## src/hw/rtl/wis_pkg.sv

```systemverilog
package wis_pkg;

	// default sizing
	localparam int ENTRIES_DEF     = 81;
	localparam int WEIGHT_BITS_DEF = 16;

	// item field widths
	localparam int IDX_W    = 7;
	localparam int WGT_W    = 16;
	localparam int RND_W    = 23;
	localparam int SUM_W    = 23;
	localparam int STATUS_W = 2;

	// input tdata layout: index, weight, random_value
	localparam int IN_IDX_LO = 0;
	localparam int IN_WGT_LO = IN_IDX_LO + IDX_W;
	localparam int IN_RND_LO = IN_WGT_LO + WGT_W;
	localparam int IN_BITS   = IN_RND_LO + RND_W;
	localparam int IN_DATA_W = ((IN_BITS + 7) / 8) * 8;

	// output tdata layout: chosen_index, total_weight, status
	localparam int OUT_BITS   = IDX_W + SUM_W + STATUS_W;
	localparam int OUT_DATA_W = ((OUT_BITS + 7) / 8) * 8;

	localparam logic [SUM_W-1:0] SUM_MAX = {SUM_W{1'b1}};

	// item kinds (tuser)
	localparam logic OP_WRITE = 1'b0;
	localparam logic OP_DRAW  = 1'b1;

	// result status codes
	localparam logic [STATUS_W-1:0] STATUS_OK       = 2'd0;
	localparam logic [STATUS_W-1:0] STATUS_ZERO_SUM = 2'd1;
	localparam logic [STATUS_W-1:0] STATUS_RND_HIGH = 2'd2;

	typedef enum logic [2:0] {
		ST_IDLE = 3'b001,
		ST_RUN  = 3'b010,
		ST_FIN  = 3'b100
	} state_t;

	// controls for the accumulator
	typedef struct packed {
		logic start;
		logic step;
	} acc_ctl_t;

endpackage

```

## src/hw/rtl/wis_cell.sv

```systemverilog
// One weight register of the ring: loads on a write hit, passes its
// value to the neighbor while the ring rotates.
module wis_cell #(
	parameter int WEIGHT_BITS = wis_pkg::WEIGHT_BITS_DEF
) (
	input  logic                   clk,
	input  logic                   arst_n,
	input  logic                   rotate,
	input  logic [WEIGHT_BITS-1:0] shift_in,
	input  logic                   wr_en,
	input  logic [WEIGHT_BITS-1:0] wr_data,
	output logic [WEIGHT_BITS-1:0] weight
);

	logic [WEIGHT_BITS-1:0] weight_q;

	always_ff @(posedge clk or negedge arst_n) begin
		if (!arst_n) begin
			weight_q <= '0;
		end else if (rotate) begin
			weight_q <= shift_in;
		end else if (wr_en) begin
			weight_q <= wr_data;
		end
	end

	assign weight = weight_q;

endmodule

```

## src/hw/rtl/wis_acc.sv

```systemverilog
// Saturating running sum over the ring head, records first index whose
// running sum exceeds the random value.
module wis_acc #(
	parameter int WEIGHT_BITS = wis_pkg::WEIGHT_BITS_DEF,
	parameter int CNT_W       = 7
) (
	input  logic                      clk,
	input  logic                      arst_n,
	input  wis_pkg::acc_ctl_t         ctl,
	input  logic [wis_pkg::RND_W-1:0] rnd,
	input  logic [WEIGHT_BITS-1:0]    head,
	input  logic [CNT_W-1:0]          cnt,
	output logic [wis_pkg::SUM_W-1:0] sum,
	output logic                      found,
	output logic [CNT_W-1:0]          pick
);

	localparam int ADD_W = ((WEIGHT_BITS > wis_pkg::SUM_W) ? WEIGHT_BITS : wis_pkg::SUM_W) + 1;

	logic [wis_pkg::SUM_W-1:0] sum_q;
	logic [wis_pkg::RND_W-1:0] rnd_q;
	logic                      found_q;
	logic [CNT_W-1:0]          pick_q;
	logic [ADD_W-1:0]          add_full;
	logic [wis_pkg::SUM_W-1:0] sum_nxt;

	always_comb begin
		add_full = ADD_W'(sum_q) + ADD_W'(head);
		if (add_full > ADD_W'(wis_pkg::SUM_MAX)) begin
			sum_nxt = wis_pkg::SUM_MAX;
		end else begin
			sum_nxt = add_full[wis_pkg::SUM_W-1:0];
		end
	end

	always_ff @(posedge clk or negedge arst_n) begin
		if (!arst_n) begin
			sum_q   <= '0;
			found_q <= 1'b0;
			pick_q  <= '0;
			rnd_q   <= '0;
		end else if (ctl.start) begin
			sum_q   <= '0;
			found_q <= 1'b0;
			pick_q  <= '0;
			rnd_q   <= rnd;
		end else if (ctl.step) begin
			sum_q <= sum_nxt;
			if (!found_q && (sum_nxt > rnd_q)) begin
				found_q <= 1'b1;
				pick_q  <= cnt;
			end
		end
	end

	assign sum   = sum_q;
	assign found = found_q;
	assign pick  = pick_q;

endmodule

```

## src/hw/rtl/weighted_index_sampler.sv

```systemverilog
// Channel | Dir | Signals                    | Content
// s       | in  | s_tvalid/s_tready/s_tdata  | index, weight, random_value
//         |     | s_tuser                    | op (0 write weight, 1 draw)
// m       | out | m_tvalid/m_tready/m_tdata  | chosen_index, total_weight, status
//
// A write item gives no result; reset clears all weights, no clearing pass.
// A draw runs one ring step per entry through the accumulator, then the finish state
// loads the result register; the next item can be taken once the finish state has
// returned to idle.
// No item is taken during a draw; a finished draw waits in the finish state while
// the previous result is still held on m.
module weighted_index_sampler #(
	parameter int ENTRIES     = wis_pkg::ENTRIES_DEF,
	parameter int WEIGHT_BITS = wis_pkg::WEIGHT_BITS_DEF
) (
	input  logic                           clk,
	input  logic                           arst_n,
	input  logic                           s_tvalid,
	output logic                           s_tready,
	input  logic [wis_pkg::IN_DATA_W-1:0]  s_tdata,  // index[6:0], weight[22:7], random_value[45:23]
	input  logic                           s_tuser,  // op[0]
	output logic                           m_tvalid,
	input  logic                           m_tready,
	output logic [wis_pkg::OUT_DATA_W-1:0] m_tdata   // chosen_index[6:0], total_weight[29:7], status[31:30]
);

	localparam int CNT_W = $clog2(ENTRIES);
	localparam int WIDE_W = CNT_W + wis_pkg::IDX_W;

	wis_pkg::state_t state_q;

	logic                           in_acc;
	logic [WIDE_W-1:0]              idx_wide;
	logic                           wr_hit;
	logic [wis_pkg::WGT_W+WEIGHT_BITS-1:0] wgt_ext;
	logic [WEIGHT_BITS-1:0]         wr_data;
	logic [WEIGHT_BITS-1:0]         cell_w [ENTRIES];
	logic                           rotate;
	logic [CNT_W-1:0]               cnt_q;
	logic                           cnt_last;
	wis_pkg::acc_ctl_t              acc_ctl;
	logic [wis_pkg::SUM_W-1:0]      acc_sum;
	logic                           acc_found;
	logic [CNT_W-1:0]               acc_pick;
	logic [WIDE_W-1:0]              pick_wide;
	logic                           out_free;

	logic [wis_pkg::IDX_W-1:0]      chosen_q;
	logic [wis_pkg::SUM_W-1:0]      total_q;
	logic [wis_pkg::STATUS_W-1:0]   status_q;
	logic                           m_valid_q;

	assign s_tready = (state_q == wis_pkg::ST_IDLE);
	assign in_acc   = s_tvalid && s_tready;

	// writes beyond the store are dropped
	assign idx_wide = {{CNT_W{1'b0}}, s_tdata[wis_pkg::IN_IDX_LO +: wis_pkg::IDX_W]};
	assign wr_hit   = in_acc && (s_tuser == wis_pkg::OP_WRITE)
		&& (idx_wide < WIDE_W'(ENTRIES));
	assign wgt_ext  = {{WEIGHT_BITS{1'b0}}, s_tdata[wis_pkg::IN_WGT_LO +: wis_pkg::WGT_W]};
	assign wr_data  = wgt_ext[WEIGHT_BITS-1:0];

	assign rotate = (state_q == wis_pkg::ST_RUN);

	// weight ring: cell 0 is the head, each cell takes its upper neighbor,
	// so after a full turn of the ring every weight is back in place
	for (genvar i = 0; i < ENTRIES; i++) begin : g_cell
		wis_cell #(
			.WEIGHT_BITS(WEIGHT_BITS)
		) u_cell (
			.clk     (clk),
			.arst_n  (arst_n),
			.rotate  (rotate),
			.shift_in(cell_w[(i + 1) % ENTRIES]),
			.wr_en   (wr_hit && (idx_wide == WIDE_W'(i))),
			.wr_data (wr_data),
			.weight  (cell_w[i])
		);
	end

	assign acc_ctl.start = in_acc && (s_tuser == wis_pkg::OP_DRAW);
	assign acc_ctl.step  = rotate;

	wis_acc #(
		.WEIGHT_BITS(WEIGHT_BITS),
		.CNT_W      (CNT_W)
	) u_acc (
		.clk   (clk),
		.arst_n(arst_n),
		.ctl   (acc_ctl),
		.rnd   (s_tdata[wis_pkg::IN_RND_LO +: wis_pkg::RND_W]),
		.head  (cell_w[0]),
		.cnt   (cnt_q),
		.sum   (acc_sum),
		.found (acc_found),
		.pick  (acc_pick)
	);

	assign cnt_last  = (cnt_q == CNT_W'(ENTRIES - 1));
	assign pick_wide = {{wis_pkg::IDX_W{1'b0}}, acc_pick};
	assign out_free  = !m_valid_q || m_tready;

	always_ff @(posedge clk or negedge arst_n) begin
		if (!arst_n) begin
			state_q <= wis_pkg::ST_IDLE;
			cnt_q   <= '0;
		end else begin
			unique case (state_q)
				wis_pkg::ST_IDLE: begin
					if (acc_ctl.start) begin
						cnt_q   <= '0;
						state_q <= wis_pkg::ST_RUN;
					end
				end
				wis_pkg::ST_RUN: begin
					cnt_q <= cnt_q + 1'b1;
					if (cnt_last) begin
						state_q <= wis_pkg::ST_FIN;
					end
				end
				wis_pkg::ST_FIN: begin
					if (out_free) begin
						state_q <= wis_pkg::ST_IDLE;
					end
				end
				default: begin
					state_q <= wis_pkg::ST_IDLE;
				end
			endcase
		end
	end

	// result register
	always_ff @(posedge clk or negedge arst_n) begin
		if (!arst_n) begin
			m_valid_q <= 1'b0;
		end else if ((state_q == wis_pkg::ST_FIN) && out_free) begin
			m_valid_q <= 1'b1;
		end else if (m_tready) begin
			m_valid_q <= 1'b0;
		end
	end

	always_ff @(posedge clk) begin
		if ((state_q == wis_pkg::ST_FIN) && out_free) begin
			total_q <= acc_sum;
			if (acc_sum == '0) begin
				status_q <= wis_pkg::STATUS_ZERO_SUM;
				chosen_q <= '0;
			end else if (!acc_found) begin
				// no running sum passed r, so r is at or above the total
				status_q <= wis_pkg::STATUS_RND_HIGH;
				chosen_q <= '0;
			end else begin
				status_q <= wis_pkg::STATUS_OK;
				chosen_q <= pick_wide[wis_pkg::IDX_W-1:0];
			end
		end
	end

	assign m_tvalid = m_valid_q;
	assign m_tdata  = wis_pkg::OUT_DATA_W'({status_q, total_q, chosen_q});

endmodule
```

## config.mk

```make
export PLATFORM = sky130hd
export DESIGN_NAME = weighted_index_sampler
export DESIGN_NICKNAME = d
export VERILOG_FILES = /design/src/hw/rtl/wis_pkg.sv /design/src/hw/rtl/wis_cell.sv /design/src/hw/rtl/wis_acc.sv /design/src/hw/rtl/weighted_index_sampler.sv
export SDC_FILE = /design/constraint.sdc
export NUM_CORES = 2
export LEC_CHECK = 0
export ABC_AREA = 1
export BUFFER_PORTS_ARGS = -buffer_cell sky130_fd_sc_hd__clkbuf_2
export CAP_MARGIN = 20
export CORE_MARGIN = 2
export CORE_UTILIZATION = 25
export DETAILED_ROUTE_END_ITERATION = 16
export PLACE_DENSITY_LB_ADDON = 0.2
export SYNTH_ARGS = -nofsm -noshare
export SYNTH_HDL_FRONTEND = slang
export SYNTH_SLANG_ARGS = --single-unit
```

## constraint.sdc

```tcl
create_clock -name clk -period 3.6 [get_ports clk]
set_input_delay 0.9 -clock clk [delete_from_list [all_inputs] [get_ports clk]]
set_output_delay 0.9 -clock clk [all_outputs]
set_load 0.02 [all_outputs]
```

==> reports/results.tsv <==
metric	value	unit
grt_busiest_layer	met2	
worstSetupPathType	flip-flop to flip-flop	
cts.clk_slew.worst_paths	0.06	ns
area_growth	16.6	%
cp.arrival	4.08	ns
routed_wl	209000	µm
ys_ff_latch	1393	
skew	0.0330	ns
ant_nets	0	
synth_edf_count	32	
synthArstFlopShare	97.7	%
first_pass_iters	7	
r2r_setup_slack	0.20	ns
io_buffers	84	
setup_viol	0	
core	257000	µm²
dieArea	263000	µm²
slowest_delay	0.42	ns
grt_pass1_wl	330000	µm
fin_crit	3.40	ns
slew_violations	0	
r2r_start	g_cell[0].u_cell.weight[0]	
fp.dieW	513	µm
max-vdd-ir-drop	518	µV
io_pins	87	
hold_slack	0.302	ns
ys_seq_area_share	54.0	%
globalRouteMet1Util	23.4	%
synth_warnings	0	
syn-num-nets	8113	
num_vias	52700	
dp.cells	11200	
nets	8111	
antenna_found_initial	10	
cp_cell_sequence	ha_2 > inv_1 > fa_2 > buf_4 > o21ai_0 > nand3_1 > nand3_1 > nand3_1 > ha_1 > nand2_1 > buf_4 > a21oi_1 > nor2_1 > nand2_1 > nand2_1 > nand3_1 > nand3_1 > nand2_1 > nand2_2 > nand2_1 > nand2_1	
synth_cells	8018	
worst_slew_pin_slew	0.936	ns
worstRegToRegCells	21	
die_y	513	µm
tns	0	ns
drive_gt1_share	9.22	%
slowest_stage	o21ai_0	
dp_hpwl	132000	µm
multi_input_area	22200	µm²
ys.flop_type	dfrtp_1	
holdPathStages	3	
wl_per_cell	18.1	µm
p_leak	34.4	nW
grt_start_max_net_pins	209	
min_from	s_tdata[30]	
status	finished clean	
regToRegEndpoint	u_acc.pick[3]	
start_kind	flip-flop	
slew_headroom	37.6	%
use_met3	1.99	%
grt_use_met2	24.5	%
synth_area	64900	µm²
cellPowerDensity	808	nW/µm²
seq_area	35000	µm²
yosysUniqueCellTypes	44	
end_kind	flip-flop	
grt-ovfl-total	0	
cts_buffers	160	
postSynthAreaPerCell	8.09	µm²
timing.final.crit_share	94.4	%
drc	0	
fmax	0.294	GHz
synth_area_leaders	dfrtp_1, o21ai_0, nand2_1, inv_1, buf_4	
finalHoldViolCount	0	
critPathMaxFanout	7	
track_usage	15.8	%
cts_buffer_depth	3	
fin_util	29.4	%
nFillCells	27900	
viasPerCell	4.57	
clock_latency	0.81	ns
clock_sinks	1393	
synth_top_cell_by_area	dfrtp_1	
drv_cap	0	
cts_tree	done	
synth_top_area_share	52.5	%
grt_pass1_vias	53500	
std_cell_rows	186	
cp_common_cell	nand2_1	
dr.first_iter.drc_count	3793	
htree_levels	4	
root_buffer	clkbuf_16	
place_congestion	0.864	
fin_cells	11500	
cp.required	4.28	ns
hold_end	u_acc.rnd_q[7]	
initial_utilization	25.2	%
hp-class	input pin to flip-flop	
cell families (layout without fill, tap and decap cells):
kind of cell / after synthesis / in the layout / synth area share (%)
buf+inv: 1916 / 2034 / 12.3
xor+xnor: 10 / 10 / 0.135
simple gates: 2084 / 2084 / 12.9
other cells: 0 / 6 / 0
compound gates: 2573 / 2573 / 19.9
flops: 1393 / 1393 / 54.0
fa+ha+maj: 42 / 42 / 0.822
per-stage QoR:
step                      total power, W  setup WS, ns  instance area (µm²)
final                             0.0611         0.201                75600
after global routing              0.0660      -0.00374                75600
after CTS                         0.0617        0.0379                75400
after detailed placement          0.0447        -0.123                70200
after global placement            0.0444        -0.134                70200
after floorplan                   0.0373         0.329                64900
how the worst max path moves through the flow:
stage | start | end | slack (ns) | cells after the start
after floorplan | u_acc.sum[4] | u_acc.pick[0] | 0.33 | 22
after CTS | g_cell[0].u_cell.weight[10] | u_acc.pick[3] | 0.04 | 23
after global placement | g_cell[0].u_cell.weight[8] | u_acc.pick[0] | -0.13 | 23
final | g_cell[0].u_cell.weight[0] | u_acc.pick[3] | 0.20 | 21
after global routing | g_cell[0].u_cell.weight[8] | u_acc.pick[0] | -0.004 | 24
after detailed placement | g_cell[0].u_cell.weight[10] | u_acc.pick[0] | -0.12 | 23
Yosys cell counts (all sizes together), types with 2 or more instances:
cell,count
o22ai,2
dfrtp,1360
nor3,15
xor2,3
nand3b,2
o31ai,2
a21oi,28
xnor2,7
o21ai,2533
nor2,69
clkbuf,281
a22o,2
nand2,1800
buf,271
edfxtp,32
inv,1364
and2,2
nand3,173
o21bai,3
nor4,7
ha,41
nand4,14
placed cells by master (no fill, tap or decap), types with 57 or more instances in the layout:
cell,instances
buf_4,219
o21ai_0,2423
buf_12,85
o21ai_1,109
inv_1,1357
nand3_1,167
clkbuf_16,164
clkbuf_2,83
dfrtp_1,1360
nor2_1,57
nand2_1,1728
flip-flops by register name, summed over array words and instances, names as in the netlist:
signal,flops
chosen_q,7
cnt_q,7
g_cell.u_cell.weight,1296
m_tvalid,1
state_q,3
status_q,2
total_q,23
u_acc.found,1
u_acc.pick,7
u_acc.rnd_q,23
u_acc.sum,23
critical path: cells and delay by family (launching register included):
kind            cells  cell delay [ns]
simple gates       13             1.20
fa+ha+maj           3             0.85
flops               1             0.36
buf+inv             3             0.34
compound gates      2             0.52
layout make-up:
class / count / share of cell area (%)
Clock buffer: 231 / 6.19
Multi-Input combinational cell: 4709 / 29.3
Clock inverter: 51 / 0.783
Sequential cell: 1393 / 46.3
Inverter: 1364 / 6.77
Tap cell: 3384 / 5.60
Antenna cell: 6 / 0.0199
Timing Repair Buffer: 388 / 4.99
metal layers:
metal | share of wire [%] | wire, µm | vias up
li1 | - | - | 25300
met1 | 50 | 104000 | 26300
met2 | 45 | 93100 | 934
met3 | 3.8 | 8040 | 222
met4 | 1.9 | 4050 | 0
met5 | 0 | 0 | -
power breakdown:
part | total, W | internal, W | switching, W
logic | 0.0193 | 0.00630 | 0.0130
registers | 0.0252 | 0.0231 | 0.00202
clock network | 0.0166 | 0.00977 | 0.00686
total | 0.0611 | 0.0392 | 0.0218
repair_timing:
item | CTS | global route
hold buffers | 1 | 0
hold endpoints to repair | 10 | 0
endpoints found under the setup margin | 7 | 8
setup buffers | 0 | 1
pin swaps | 0 | 5
resized for setup | 2 | 29
Power figures use the tool's default switching activity.
